[src/hw/rtl/alba_pkg.sv]
// ----------------------------------------------------------------------------
// alba_pkg: shared types and constants of the block allocator
// Field widths, command codes, controller/datapath handshake structs and the
// power-of-two round-up helper.
// ----------------------------------------------------------------------------
package alba_pkg;

    localparam int unsigned DATA_W    = 40;   // block sizes, offsets, sums
    localparam int unsigned REQ_W     = 32;   // requested size
    localparam int unsigned LG_W      = 5;    // alignment exponent
    localparam int unsigned MIN_W     = 33;   // min_block_size register
    localparam int unsigned IDX_OUT_W = 4;    // reported block index
    localparam int unsigned CNT_OUT_W = 5;    // reported counts

    localparam logic [DATA_W-1:0]    MASK40        = {DATA_W{1'b1}};
    localparam logic [MIN_W-1:0]     MIN_RESET     = 33'd1048576;
    localparam logic [CNT_OUT_W-1:0] MADE_SAT      = 5'd31;

    // input command codes
    localparam logic CMD_ALLOC = 1'b0;
    localparam logic CMD_RESET = 1'b1;

    // controller -> datapath
    typedef struct packed {
        logic start;     // latch the input beat, clear scan state
        logic scan;      // table scan active
        logic decide;    // scan finished: latch result bookkeeping
        logic mk_max;    // new block size: max(source, minimum)
        logic mk_rnd;    // new block size: round up to largest alignment
        logic wr_new;    // write the new block entry
        logic wr_off;    // advance the offset of the chosen block
        logic out_load;  // move the result into the output register
    } alba_cmd_t;

    // datapath -> controller
    typedef struct packed {
        logic is_reset;
        logic found;
        logic full;
        logic multi;
        logic scan_done;
    } alba_stat_t;

    // Round v up to a multiple of 2^lg; clamp to the largest aligned
    // value within 40 bits when the sum overflows.
    function automatic logic [DATA_W-1:0] round_up(input logic [DATA_W-1:0] v,
                                                   input logic [LG_W-1:0] lg);
        logic [DATA_W:0]   a_m1;
        logic [DATA_W:0]   sum;
        logic [DATA_W-1:0] mask;
        a_m1 = ({{DATA_W{1'b0}}, 1'b1} << lg) - {{DATA_W{1'b0}}, 1'b1};
        sum  = {1'b0, v} + a_m1;
        mask = ~a_m1[DATA_W-1:0];
        if (sum[DATA_W])
        begin
            round_up = MASK40 & mask;
        end
        else
        begin
            round_up = sum[DATA_W-1:0] & mask;
        end
    endfunction

endpackage

[src/hw/rtl/alba_ram.sv]
// ----------------------------------------------------------------------------
// alba_ram: generic single-write, single-read RAM
// One write port, one read port with registered read data.
// ----------------------------------------------------------------------------
module alba_ram #(
    parameter int unsigned WIDTH = 40,
    parameter int unsigned DEPTH = 16,
    localparam int unsigned ADDR_W = (DEPTH > 1) ? $clog2(DEPTH) : 1
) (
    input  logic                 clk,
    input  logic                 we,
    input  logic [ADDR_W-1:0]    waddr,
    input  logic [WIDTH-1:0]     wdata,
    input  logic                 re,
    input  logic [ADDR_W-1:0]    raddr,
    output logic [WIDTH-1:0]     rdata
);
    logic [WIDTH-1:0] mem [DEPTH];

    always_ff @(posedge clk)
    begin
        if (we)
        begin
            mem[waddr] <= wdata;
        end
        if (re)
        begin
            rdata <= mem[raddr];
        end
    end

endmodule

[src/hw/rtl/alba_ctrl.sv]
// ----------------------------------------------------------------------------
// alba_ctrl: sequencing state machine of the block allocator
// Steps one item through scan, new-block sizing, table write and result.
// ----------------------------------------------------------------------------
module alba_ctrl
    import alba_pkg::*;
(
    input  logic       clk,
    input  logic       rst_n,
    input  logic       in_valid,
    output logic       in_ready,
    output logic       out_valid,
    input  logic       out_ready,
    input  alba_stat_t stat,
    output alba_cmd_t  cmd
);
    typedef enum logic [2:0] {
        ST_IDLE,
        ST_SCAN,
        ST_MKMAX,
        ST_MKRND,
        ST_WRNEW,
        ST_WROFF,
        ST_HOLD
    } state_t;

    state_t state_reg, state_next;
    logic   out_valid_reg, out_valid_next;

    always_comb
    begin
        state_next     = state_reg;
        cmd            = '0;
        out_valid_next = out_valid_reg & ~out_ready;
        unique case (state_reg)
            ST_IDLE:
            begin
                if (in_valid)
                begin
                    cmd.start  = 1'b1;
                    state_next = ST_SCAN;
                end
            end
            ST_SCAN:
            begin
                cmd.scan = 1'b1;
                if (stat.scan_done)
                begin
                    cmd.decide = 1'b1;
                    if (stat.is_reset)
                    begin
                        state_next = stat.multi ? ST_MKMAX : ST_HOLD;
                    end
                    else if (stat.found)
                    begin
                        state_next = ST_WROFF;
                    end
                    else
                    begin
                        state_next = stat.full ? ST_HOLD : ST_MKMAX;
                    end
                end
            end
            ST_MKMAX:
            begin
                cmd.mk_max = 1'b1;
                state_next = ST_MKRND;
            end
            ST_MKRND:
            begin
                cmd.mk_rnd = 1'b1;
                state_next = ST_WRNEW;
            end
            ST_WRNEW:
            begin
                cmd.wr_new = 1'b1;
                state_next = ST_HOLD;
            end
            ST_WROFF:
            begin
                cmd.wr_off = 1'b1;
                state_next = ST_HOLD;
            end
            ST_HOLD:
            begin
                // wait for a free output register
                if (!out_valid_reg || out_ready)
                begin
                    cmd.out_load   = 1'b1;
                    out_valid_next = 1'b1;
                    state_next     = ST_IDLE;
                end
            end
            default:
            begin
                state_next = ST_IDLE;
            end
        endcase
    end

    always_ff @(posedge clk or negedge rst_n)
    begin
        if (!rst_n)
        begin
            state_reg     <= ST_IDLE;
            out_valid_reg <= 1'b0;
        end
        else
        begin
            state_reg     <= state_next;
            out_valid_reg <= out_valid_next;
        end
    end

    assign in_ready  = (state_reg == ST_IDLE);
    assign out_valid = out_valid_reg;

endmodule

[src/hw/rtl/alba_dp.sv]
// ----------------------------------------------------------------------------
// alba_dp: datapath of the block allocator
// Block size/offset tables, pipelined fit scan, reset sums, new-block sizing
// and the result register.
// ----------------------------------------------------------------------------
module alba_dp
    import alba_pkg::*;
#(
    parameter int unsigned MAX_BLOCKS     = 16,
    parameter int unsigned MAX_ALIGN_LOG2 = 16
) (
    input  logic                  clk,
    input  logic                  rst_n,
    input  logic                  cfg_we,
    input  logic [MIN_W-1:0]      cfg_wdata,
    input  alba_cmd_t             cmd,
    output alba_stat_t            stat,
    input  logic                  in_command,
    input  logic [REQ_W-1:0]      in_alloc_size,
    input  logic [LG_W-1:0]       in_align_log2,
    output logic                  out_ok,
    output logic [IDX_OUT_W-1:0]  out_block_index,
    output logic [DATA_W-1:0]     out_offset,
    output logic                  out_new_block,
    output logic [DATA_W-1:0]     out_total_usage,
    output logic [DATA_W-1:0]     out_total_size,
    output logic [CNT_OUT_W-1:0]  out_block_count,
    output logic [CNT_OUT_W-1:0]  out_created_count
);
    localparam int unsigned IDX_W = (MAX_BLOCKS > 1) ? $clog2(MAX_BLOCKS) : 1;
    localparam int unsigned CNT_W = $clog2(MAX_BLOCKS + 1);
    localparam logic [LG_W-1:0]  ALIGN_MAX = LG_W'(MAX_ALIGN_LOG2);
    localparam logic [CNT_W-1:0] CNT_MAX   = CNT_W'(MAX_BLOCKS);
    localparam logic [CNT_W-1:0] CNT_ONE   = CNT_W'(1);

    // control state
    logic [MIN_W-1:0]     min_reg;
    logic [CNT_W-1:0]     used_reg;
    logic [CNT_OUT_W-1:0] made_reg;
    logic [CNT_W-1:0]     addr_reg;
    logic                 p1_reg;
    logic                 p2_reg;
    logic                 found_reg;

    // payload
    logic                 cmd_reg;
    logic [REQ_W-1:0]     req_reg;
    logic [LG_W-1:0]      lg_reg;
    logic [IDX_W-1:0]     p1_idx_reg;
    logic [IDX_W-1:0]     p2_idx_reg;
    logic [DATA_W-1:0]    p2_aligned_reg;
    logic [DATA_W-1:0]    p2_size_reg;
    logic [IDX_W-1:0]     best_idx_reg;
    logic [DATA_W-1:0]    best_aligned_reg;
    logic [DATA_W-1:0]    usage_reg;
    logic [DATA_W-1:0]    total_reg;
    logic [DATA_W-1:0]    mk_reg;
    logic [DATA_W-1:0]    nsize_reg;
    logic                 res_fail_reg;
    logic                 res_new_reg;
    logic [IDX_W-1:0]     res_idx_reg;
    logic [DATA_W-1:0]    res_off_reg;
    logic [CNT_OUT_W-1:0] res_count_reg;
    logic [CNT_OUT_W-1:0] res_created_reg;

    // table ports
    logic              issue;
    logic [DATA_W-1:0] size_q;
    logic [DATA_W-1:0] off_q;
    logic              sz_we;
    logic              of_we;
    logic [IDX_W-1:0]  sz_waddr;
    logic [IDX_W-1:0]  of_waddr;
    logic [DATA_W-1:0] of_wdata;
    logic [IDX_W-1:0]  new_addr;

    logic [DATA_W:0]   usage_sum;
    logic [DATA_W:0]   total_sum;
    logic [DATA_W:0]   adv_sum;
    logic              fit;
    logic [DATA_W-1:0] mk_src;
    logic [DATA_W-1:0] min_ext;

    assign issue    = cmd.scan && (addr_reg < used_reg);
    assign new_addr = (cmd_reg == CMD_RESET) ? '0 : used_reg[IDX_W-1:0];
    assign adv_sum  = {1'b0, best_aligned_reg} + {9'd0, req_reg};

    assign usage_sum = {1'b0, usage_reg} + {1'b0, off_q};
    assign total_sum = {1'b0, total_reg} + {1'b0, size_q};

    assign fit = (p2_aligned_reg <= p2_size_reg)
              && ((p2_size_reg - p2_aligned_reg) >= {8'd0, req_reg});

    assign min_ext = {7'd0, min_reg};
    assign mk_src  = (cmd_reg == CMD_RESET) ? total_reg : {8'd0, req_reg};

    always_comb
    begin
        sz_we    = cmd.wr_new;
        sz_waddr = new_addr;
        of_we    = 1'b0;
        of_waddr = p1_idx_reg;
        of_wdata = '0;
        if (cmd.wr_new)
        begin
            of_we    = 1'b1;
            of_waddr = new_addr;
            of_wdata = (cmd_reg == CMD_RESET) ? '0 : {8'd0, req_reg};
        end
        else if (cmd.wr_off)
        begin
            of_we    = 1'b1;
            of_waddr = best_idx_reg;
            of_wdata = adv_sum[DATA_W-1:0];
        end
        else if (p1_reg && (cmd_reg == CMD_RESET))
        begin
            // clear offsets as the reset scan passes
            of_we = 1'b1;
        end
    end

    alba_ram #(.WIDTH(DATA_W), .DEPTH(MAX_BLOCKS)) u_sizes (
        .clk   (clk),
        .we    (sz_we),
        .waddr (sz_waddr),
        .wdata (nsize_reg),
        .re    (issue),
        .raddr (addr_reg[IDX_W-1:0]),
        .rdata (size_q)
    );

    alba_ram #(.WIDTH(DATA_W), .DEPTH(MAX_BLOCKS)) u_offsets (
        .clk   (clk),
        .we    (of_we),
        .waddr (of_waddr),
        .wdata (of_wdata),
        .re    (issue),
        .raddr (addr_reg[IDX_W-1:0]),
        .rdata (off_q)
    );

    always_ff @(posedge clk or negedge rst_n)
    begin
        if (!rst_n)
        begin
            min_reg   <= MIN_RESET;
            used_reg  <= '0;
            made_reg  <= '0;
            addr_reg  <= '0;
            p1_reg    <= 1'b0;
            p2_reg    <= 1'b0;
            found_reg <= 1'b0;
        end
        else
        begin
            if (cfg_we)
            begin
                min_reg <= cfg_wdata;
            end
            if (cmd.start)
            begin
                addr_reg  <= '0;
                found_reg <= 1'b0;
            end
            else if (issue)
            begin
                addr_reg <= addr_reg + CNT_ONE;
            end
            p1_reg <= issue;
            p2_reg <= p1_reg && (cmd_reg == CMD_ALLOC);
            if (p2_reg && fit)
            begin
                found_reg <= 1'b1;
            end
            if (cmd.decide && (cmd_reg == CMD_RESET))
            begin
                made_reg <= '0;
            end
            if (cmd.wr_new)
            begin
                if (cmd_reg == CMD_RESET)
                begin
                    used_reg <= CNT_ONE;
                end
                else
                begin
                    used_reg <= used_reg + CNT_ONE;
                    if (made_reg != MADE_SAT)
                    begin
                        made_reg <= made_reg + 5'd1;
                    end
                end
            end
        end
    end

    always_ff @(posedge clk)
    begin
        if (cmd.start)
        begin
            cmd_reg   <= in_command;
            req_reg   <= in_alloc_size;
            lg_reg    <= (in_align_log2 > ALIGN_MAX) ? ALIGN_MAX : in_align_log2;
            usage_reg <= '0;
            total_reg <= '0;
        end
        else if (p1_reg && (cmd_reg == CMD_RESET))
        begin
            usage_reg <= usage_sum[DATA_W] ? MASK40 : usage_sum[DATA_W-1:0];
            total_reg <= total_sum[DATA_W] ? MASK40 : total_sum[DATA_W-1:0];
        end

        p1_idx_reg     <= addr_reg[IDX_W-1:0];
        p2_idx_reg     <= p1_idx_reg;
        p2_aligned_reg <= round_up(off_q, lg_reg);
        p2_size_reg    <= size_q;

        if (p2_reg && fit)
        begin
            best_idx_reg     <= p2_idx_reg;
            best_aligned_reg <= p2_aligned_reg;
        end

        if (cmd.decide)
        begin
            res_fail_reg    <= (cmd_reg == CMD_ALLOC) && !found_reg && stat.full;
            res_new_reg     <= (cmd_reg == CMD_ALLOC) && !found_reg && !stat.full;
            res_idx_reg     <= found_reg ? best_idx_reg : used_reg[IDX_W-1:0];
            res_off_reg     <= found_reg ? best_aligned_reg : '0;
            res_count_reg   <= CNT_OUT_W'(used_reg);
            res_created_reg <= made_reg;
        end

        if (cmd.mk_max)
        begin
            mk_reg <= (mk_src > min_ext) ? mk_src : min_ext;
        end
        if (cmd.mk_rnd)
        begin
            nsize_reg <= round_up(mk_reg, ALIGN_MAX);
        end

        if (cmd.out_load)
        begin
            if (cmd_reg == CMD_RESET)
            begin
                out_ok            <= 1'b1;
                out_block_index   <= '0;
                out_offset        <= '0;
                out_new_block     <= 1'b0;
                out_total_usage   <= usage_reg;
                out_total_size    <= total_reg;
                out_block_count   <= res_count_reg;
                out_created_count <= res_created_reg;
            end
            else
            begin
                // a full table reports all zeros
                out_ok            <= !res_fail_reg;
                out_block_index   <= res_fail_reg ? '0 : IDX_OUT_W'(res_idx_reg);
                out_offset        <= res_fail_reg ? '0 : res_off_reg;
                out_new_block     <= res_new_reg;
                out_total_usage   <= '0;
                out_total_size    <= '0;
                out_block_count   <= '0;
                out_created_count <= '0;
            end
        end
    end

    assign stat.is_reset  = (cmd_reg == CMD_RESET);
    assign stat.found     = found_reg;
    assign stat.full      = (used_reg >= CNT_MAX);
    assign stat.multi     = (used_reg > CNT_ONE);
    assign stat.scan_done = (addr_reg >= used_reg) && !p1_reg && !p2_reg;

endmodule

[src/hw/rtl/aligned_linear_block_allocator_unit.sv]
// ----------------------------------------------------------------------------
// aligned_linear_block_allocator_unit: multi-block aligned bump allocator
// Block table with per-block bump offsets; serves allocate and reset beats.
// ----------------------------------------------------------------------------
// Usage
//   s_axis carries one request per beat: tuser[0] is the command (0 allocate,
//   1 reset and compact), tdata holds the size and the alignment exponent.
//   m_axis returns exactly one result beat per request, in order.
//   cfg_we/cfg_wdata write min_block_size; write it only while idle.
// Sequencing and throughput
//   Requests are worked one at a time. Each result follows the table scan and,
//   when an existing block fits, an offset write; when a new block is
//   appended, new-block sizing and a table write; nothing more on a full table.
//   A reset skips the compare stage; with compaction it then sizes and writes
//   one new block. On an empty table no table entry is read. The table scan
//   reads the size and offset RAMs one entry per cycle through a two-stage
//   align-and-compare pipeline.
// Reset and stall
//   rst_n clears the table (no blocks), the creation counter and restores
//   min_block_size to 1 MiB. The table RAMs need no clearing pass.
//   A finished result sits in the output register until m_axis_tready; the
//   next request is taken and scanned meanwhile and waits only for the
//   output register before it is delivered.
// ----------------------------------------------------------------------------
module aligned_linear_block_allocator_unit
    import alba_pkg::*;
#(
    parameter int unsigned MAX_BLOCKS     = 16,
    parameter int unsigned MAX_ALIGN_LOG2 = 16
) (
    input  logic           clk,
    input  logic           rst_n,
    // configuration
    input  logic           cfg_we,
    input  logic [32:0]    cfg_wdata,       // min_block_size
    // request stream
    input  logic           s_axis_tvalid,
    output logic           s_axis_tready,
    input  logic [39:0]    s_axis_tdata,    // alloc_size[31:0], align_log2[36:32]
    input  logic [0:0]     s_axis_tuser,    // command[0]
    // result stream
    output logic           m_axis_tvalid,
    input  logic           m_axis_tready,
    output logic [135:0]   m_axis_tdata,    // block_index[3:0], offset[43:4],
                                            // total_usage[83:44],
                                            // total_size[123:84],
                                            // block_count[128:124],
                                            // created_count[133:129]
    output logic [1:0]     m_axis_tuser     // ok[0], new_block[1]
);
    alba_cmd_t  cmd;
    alba_stat_t stat;

    logic                 res_ok;
    logic [IDX_OUT_W-1:0] res_block_index;
    logic [DATA_W-1:0]    res_offset;
    logic                 res_new_block;
    logic [DATA_W-1:0]    res_total_usage;
    logic [DATA_W-1:0]    res_total_size;
    logic [CNT_OUT_W-1:0] res_block_count;
    logic [CNT_OUT_W-1:0] res_created_count;

    // sequencing: accept, scan, size and write, then hand off the result
    alba_ctrl u_ctrl (
        .clk       (clk),
        .rst_n     (rst_n),
        .in_valid  (s_axis_tvalid),
        .in_ready  (s_axis_tready),
        .out_valid (m_axis_tvalid),
        .out_ready (m_axis_tready),
        .stat      (stat),
        .cmd       (cmd)
    );

    // table, scan pipeline, sums and the output register
    alba_dp #(
        .MAX_BLOCKS     (MAX_BLOCKS),
        .MAX_ALIGN_LOG2 (MAX_ALIGN_LOG2)
    ) u_dp (
        .clk               (clk),
        .rst_n             (rst_n),
        .cfg_we            (cfg_we),
        .cfg_wdata         (cfg_wdata),
        .cmd               (cmd),
        .stat              (stat),
        .in_command        (s_axis_tuser[0]),
        .in_alloc_size     (s_axis_tdata[31:0]),
        .in_align_log2     (s_axis_tdata[36:32]),
        .out_ok            (res_ok),
        .out_block_index   (res_block_index),
        .out_offset        (res_offset),
        .out_new_block     (res_new_block),
        .out_total_usage   (res_total_usage),
        .out_total_size    (res_total_size),
        .out_block_count   (res_block_count),
        .out_created_count (res_created_count)
    );

    // pack the result beat, lowest field first, pad to whole bytes
    assign m_axis_tdata = {2'b00, res_created_count, res_block_count,
                           res_total_size, res_total_usage,
                           res_offset, res_block_index};
    assign m_axis_tuser = {res_new_block, res_ok};

endmodule

[config.mk]
export PLATFORM = sky130hd
export DESIGN_NAME = aligned_linear_block_allocator_unit
export DESIGN_NICKNAME = d
export VERILOG_FILES = /design/src/hw/rtl/alba_pkg.sv /design/src/hw/rtl/alba_ram.sv /design/src/hw/rtl/alba_ctrl.sv /design/src/hw/rtl/alba_dp.sv /design/src/hw/rtl/aligned_linear_block_allocator_unit.sv
export SDC_FILE = /design/constraint.sdc
export NUM_CORES = 2
export LEC_CHECK = 0
export BUFFER_PORTS_ARGS = -buffer_cell sky130_fd_sc_hd__buf_2
export CAP_MARGIN = 20
export CORE_ASPECT_RATIO = 0.6
export CORE_MARGIN = 2
export CORE_UTILIZATION = 50
export CTS_BUF_LIST = sky130_fd_sc_hd__clkbuf_8 sky130_fd_sc_hd__clkbuf_16
export DETAILED_ROUTE_END_ITERATION = 10
export HOLD_SLACK_MARGIN = 0.05
export PLACE_DENSITY = 0.81
export SKIP_LAST_GASP = 1
export SLEW_MARGIN = 20
export SYNTH_ARGS = -nofsm -noshare
export SYNTH_HDL_FRONTEND = slang
export SYNTH_HIERARCHICAL = 1
export SYNTH_SLANG_ARGS = --single-unit
[constraint.sdc]
create_clock -name clk -period 7.4 [get_ports clk]
set_input_delay 0.37 -clock clk [delete_from_list [all_inputs] [get_ports clk]]
set_output_delay 0.37 -clock clk [all_outputs]
set_load 0.05 [all_outputs]
# --- Yosys cells after proc, flatten, opt, wreduce, memory -nomap -nowiden ---
# Memory sizes are Yosys's and may differ from the RTL's. A register that Yosys moved wholly into a read port is not among the register bits.
# Index checks and enable logic that the tools add are counted.
classes:
  add_sub_neg: 10
  mul: 0
  n_div: 0
  n_lt_le_gt_ge: 8
  n_eq_ne: 10
  shifts: 1
  muxes: 48
  bitwise_logic: 5
  n_reduce_logical: 24
ops:
  columns: ["operator", "n"]
  rows:
  - ["two-way mux 40 bit", 6]
  - ["adder 40 x 40 -> 41 bit", 2]
  - ["adder 40 x 16 -> 41 bit (second input constant)", 1]
  - ["adder 40 x 41 -> 41 bit", 1]
  - ["left shift 1 x 5 -> 41 bit (first input constant)", 1]
  - ["subtractor 41 x 1 -> 41 bit (second input constant)", 1]
  - ["adder 40 x 32 -> 40 bit", 1]
  - ["AND 40 bit", 1]
  - [">= comparator 40 x 32 -> 1 bit", 1]
  - ["greater-than comparator 40 x 33 -> 1 bit", 1]
  - ["<= comparator 40 bit", 1]
  - ["inverter 40 bit", 1]
  - ["subtractor 40 bit", 1]
  - ["two-way mux 5 bit", 7]
  - ["two-way mux 33 bit", 1]
  - ["two-way mux 32 bit", 1]
  - ["two-way mux 3 bit", 7]
  - ["two-way mux 1 bit", 20]
  - ["case mux 3 bit (6 select lines)", 1]
  - ["two-way mux 4 bit", 4]
  - ["adder 5 x 1 -> 5 bit (second input constant)", 3]
  - ["logical AND 1 bit", 11]
  - ["== test 3 bit (second input constant)", 3]
  - ["== test 3 x 2 -> 1 bit (second input constant)", 2]
  - ["18 further kinds", 27]
totals:
  regBits: 577
  latchBits: 0
  mem_bits_rw: 1280
  romBits: 0
  input_bits: 79
  out_inout_bits: 140
  word_cells: 146
  mem_count: 2
memory_table:
  columns: ["name", "words", "word_bits", "rd", "rd_ports_with_merged_regs", "write_ports", "line", "text"]
  rows:
  - ["u_dp.u_offsets.mem", 16, 40, 1, 1, 1, "alba_ram.sv:18", "logic [WIDTH-1:0] mem [DEPTH];"]
  - ["u_dp.u_sizes.mem", 16, 40, 1, 1, 1, "alba_ram.sv:18", null]

# --- Depth between registers and ports, before layout ---
logic_depth:
  depth_word: 10
  mapped_depth: 26

# --- Hierarchy ---
# Netlist, hierarchy kept.
modules_own_cells:
  columns: ["module", "instances", "cells_each", "area_each_um2"]
  rows:
  - ["alba_dp", 1, 3308, 32723.9]
  - ["alba_ram (u_dp.u_offsets)", 1, 1040, 25533.2]
  - ["alba_ram (u_dp.u_sizes)", 1, 1040, 25532.0]
  - ["alba_ctrl", 1, 34, 287.8]
  - ["aligned_linear_block_allocator_unit", 1, 5, 33.8]

# --- Least setup slack after synthesis ---
# No wires, ideal clock.
synth_timing:
  path_type: "reg-to-reg"
  from: "reg u_dp.p2_aligned_reg[1]"
  to: "reg u_dp.best_aligned_reg[0] (enable)"
  arrival_ns: 6.952
  slack_ns: -0.065
  path_stages_with_launch: 22
  n_path_buf: 0
  synth_period_minus_slack_ns: 7.465
  path_cell_list: "dfxtp_1 -> inv_1 -> ha_1 -> nor2b_1 -> o31ai_1 -> a211oi_1 -> o21ai_1 -> o21ai_1 -> a31oi_1 -> o21bai_1 -> a21o_1 -> a211o_1 -> xor2_1 -> ha_1 -> nand4_1 -> o21bai_1 -> a21oi_1 -> a21boi_0 -> a31oi_1 -> nand4_1 -> nor4_1 -> a21boi_0"
synth_via:
  elab_chain_len: 4
synth_lines:
  columns: ["element", "line", "text"]
  rows:
  - ["from (decl)", "alba_dp.sv:51", "logic [DATA_W-1:0] p2_aligned_reg;"]
  - ["from (signal assigned)", "alba_dp.sv:216", "p2_aligned_reg <= round_up(off_q, lg_reg);"]
  - ["subtractor 40 bit", "alba_dp.sv:92", "&& ((p2_size_reg - p2_aligned_reg) >= {8'd0, req_reg});"]
  - [">= comparator 40 x 32 -> 1 bit", "alba_dp.sv:92", null]
  - ["logical AND 1 bit *", "alba_dp.sv:92", null]
  - ["logical AND 1 bit *", "alba_dp.sv:219", "if (p2_reg && fit)"]
  - ["to (signal assigned)", "alba_dp.sv:222", "best_aligned_reg <= p2_aligned_reg;"]
  - ["to (decl)", "alba_dp.sv:54", "logic [DATA_W-1:0] best_aligned_reg;"]
# Every way passes the cells marked *; elsewhere a longest branch is shown, timed or not.
# A chain may end at the register's enable or synchronous reset.

# --- Final worst setup path ---
layout_timing:
  from: "reg u_dp.lg_reg[4]"
  to: "reg u_dp.p2_aligned_reg[39]"
layout_via:
  elab_chain_len: 5
layout_lines:
  columns: ["element", "line", "text"]
  rows:
  - ["from (decl)", "alba_dp.sv:48", "logic [LG_W-1:0] lg_reg;"]
  - ["from (signal assigned)", "alba_dp.sv:204", "lg_reg <= (in_align_log2 > ALIGN_MAX) ? ALIGN_MAX : in_align_log2;"]
  - ["left shift 1 x 5 -> 41 bit *", "alba_pkg.sv:51", "a_m1 = ({{DATA_W{1'b0}}, 1'b1} << lg) - {{DATA_W{1'b0}}, 1'b1};"]
  - ["subtractor 41 x 1 -> 41 bit *", "alba_pkg.sv:51", null]
  - ["adder 40 x 41 -> 41 bit / inverter 40 bit (equally long branches)", "alba_pkg.sv:52, alba_pkg.sv:53", null]
  - ["AND 40 bit", "alba_pkg.sv:60", "round_up = sum[DATA_W-1:0] & mask;"]
  - ["two-way mux 40 bit *", "alba_pkg.sv:54", "if (sum[DATA_W])"]
# Marked as above.

==> metrics.yaml <==
yosysUniqueCellTypes: 95
grt_pass1_vias: 49800
synth-seq-cells: 1921
slew_headroom: 0.207
grt_use_total: 0.266
die_w_um: 534
cts.repair.resized: 0
m1WireLength_um: 97300
critPathSlowestCell: "xnor2_2"
final_common_cell: "edfxtp_1"
ys_seq_area_frac: 0.663
start_util: 0.504
cp_cell_sequence: "or3_1 > or3_1 > ha_1 > nor3_1 > mux2i_1 > o21ai_0 > ha_1 > o21a_1 > o31a_1 > or4_1 > a21boi_1 > o311ai_1 > a31oi_1 > o21ai_1 > xnor2_2 > nor4bb_1 > a311oi_1"
reg_top3: "u_dp/u_offsets/mem (640), u_dp/u_sizes/mem (640)"
path_max_fanout: 19
htreeDepth: 4
grt_antenna_before_repair: 10
arrival_ns: 7.47
crit_path_end_kind: "flop"
gp_congestion: 0.962
grt_pass1_wl_um: 334000
p_per_area_nw_per_um2: 406
io_buffers: 213
clkTransAtPathRegs_ns: 0.07
dieHeight_um: 322
stdcell_count: 8394
core_um2: 167000
cts_buffers: 171
vias: 51800
avgViaCountPerCell: 6.17
rsz0062_at_grt: "no"
synth-edff-count: 1698
firstDrtPassIters: 6
synth_warnings: 6
setup_violations: 0
nets: 6358
clk_latency_ns: 0.85
cts_num_sinks: 1921
peakVddDrop_uv: 363
drc: 0
cp_slowest_stage_delay_ns: 0.68
hpwl_um: 151000
top_layer_used: "met5"
clockBufferDepth: 3
fmax_mhz: 147
met2_length_um: 95000
fin_crit_sh: 0.920
synth.avg_cell_area_um2: 15.5
clock-root-buffer: "clkbuf_16"
synth_flop_cell: "edfxtp_1"
power_leakage_nw: 34.3
path_class: "reg -> reg"
dieArea_um2: 172000
fp-row-count: 116
tightestPinTransition_ns: 1.19
hold_viol: 0
clock_skew_ns: 0.0523
worst-endpoint-required_ns: 8.06
drv_cap: 0
met3WireLength_um: 32700
grt_max_degree: 101
syn_area_um2: 84100
drt_iter0_drc: 7530
post_drt_wl_per_cell_um: 27.5
area.growth.synth_to_final_pct: 13.0
tns_ns: 0
dp_cells: 7999
hp-class: "in -> reg"
grt_overflow_total: 0
tritoncts: "yes"
ant_nets: 0
crit_path_start_kind: "flop"
drt-total-wl_um: 231000
status: "finished, final reports clean"
layout_common_cells: "edfxtp_1, nand2_1, ha_1"
slew_viol_final: 0
netlist_instances: 5427
min_period_ns: 6.80
io_pins: 219
drive_above_1_share: 0.145
async_reset_ff_frac: 0.0286
==> power by group <==
| group | internal (mW) | total, mW | switching (mW) |
|---|---|---|---|
| Clock | 4.82 | 8.87 | 4.05 |
| Combinational | 5.63 | 14.7 | 9.04 |
| Sequential | 13.9 | 15.0 | 1.14 |
==> per-layer routing <==
metal | GRT usage | vias up
met2 | 0.364 | 3290
met1 | 0.404 | 25900
met5 | 0 | -
met4 | 0.0736 | 10
met3 | 0.0868 | 360
li1 | - | 22200
==> final cells by class <==
type                       instances  area [um^2]
clock buffer                     179         4420
inverter                         181          679
timing repair buffer             395         2670
sequential                      1921        55700
tap                             2242         2810
antenna                            4         10.0
multi-input combinational       3335        27600
fill                           12600        71800
clock inverter                   137         1110
==> timing repair <==
action / 4_1_cts / 5_1_grt
setup buffers: 0 / 0
hold buffers: 74 / 0
hold endpoints to repair: 127 / 0
==> final timing paths <==
check	start	to	slack, ns	cells past startpoint
min	cfg_we	u_dp/min_reg[0]	0.21	4
max reg2reg	u_dp/lg_reg[4]	u_dp/p2_aligned_reg[39]	0.60	17
min reg2reg	u_dp/p1_idx_reg[1]	u_dp/p2_idx_reg[1]	0.36	0
max in group asynchronous	rst_n	u_dp/addr_reg[0]	6.27	2
max	u_dp/lg_reg[4]	u_dp/p2_aligned_reg[39]	0.60	17
min in group asynchronous	rst_n	u_dp/min_reg[2]	0.26	2
==> Yosys cell counts, drive strengths merged, types with 7 or more instances <==
library cell	instances	area, um^2
a2111oi	15	131
a211oi	100	751
a21boi	12	90.1
a21o	129	968
a21oi	234	1190
a221oi	9	96.4
a22o	7	61.3
a22oi	164	1230
a311oi	9	78.8
a31o	7	61.3
a31oi	23	144
a41oi	7	61.3
and2	206	1290
and3	27	169
and4	11	96.3
buf	66	698
clkbuf	185	694
dfrtp	54	1350
dfxtp	168	3360
edfxtp	1698	51000
ha	269	3370
inv	180	676
mux2	35	394
mux2i	14	140
mux4	320	7660
nand2	319	1200
nand2b	32	200
nand3	62	315
nand3b	10	75.1
nand4	34	213
nor2	261	980
nor2b	48	300
nor3	54	270
nor3b	10	75.1
nor4	19	119
o211ai	12	90.1
o21a	42	315
o21ai	199	996
o21bai	57	428
o22ai	11	68.8
o31ai	18	135
or3	19	119
xnor2	89	780
xor2	89	780
==> kinds of logic (layout without fill, tap and decap cells) <==
logic type | after synthesis | after routing | synth area share
muxes | 369 | 369 | 0.0974
DFF | 1921 | 1921 | 0.663
adders and majority gates | 274 | 274 | 0.0412
AOI/OAI and AO/OA | 1114 | 1114 | 0.0887
xor gates and xnor gates | 178 | 178 | 0.0185
and+or+nand+nor | 1137 | 1137 | 0.0669
buffers and inverters | 432 | 892 | 0.0246
other | 2 | 267 | 0.0000893
==> stage by stage <==
| stage | utilization | setup slack, ns | power [mW] | hold WS, ns | area (um^2) |
|---|---|---|---|---|---|
| after floorplan | - | 0.341 | 25.2 | 0.0744 | 85100 |
| after global placement | 0.532 | 1.15 | 28.9 | 0.334 | 88700 |
| after detailed placement | 0.532 | 0.924 | 29.3 | 0.344 | 88700 |
| after CTS | 0.569 | 0.831 | 38.2 | 0.154 | 95000 |
| after global routing | 0.570 | 0.386 | 40.2 | 0.223 | 95100 |
| final | 0.570 | 0.595 | 38.6 | 0.211 | 95100 |
==> worst max-delay path, delay by kind of cell (launching register included) <==
kind / cells / cell delay (ns)
xor+xnor: 1 / 0.68
simple gates: 5 / 2.36
mux: 1 / 0.12
compound gates: 8 / 2.02
flops: 1 / 0.62
fa+ha+maj: 2 / 0.82
Note: power is estimated with default switching activity, not from simulation.
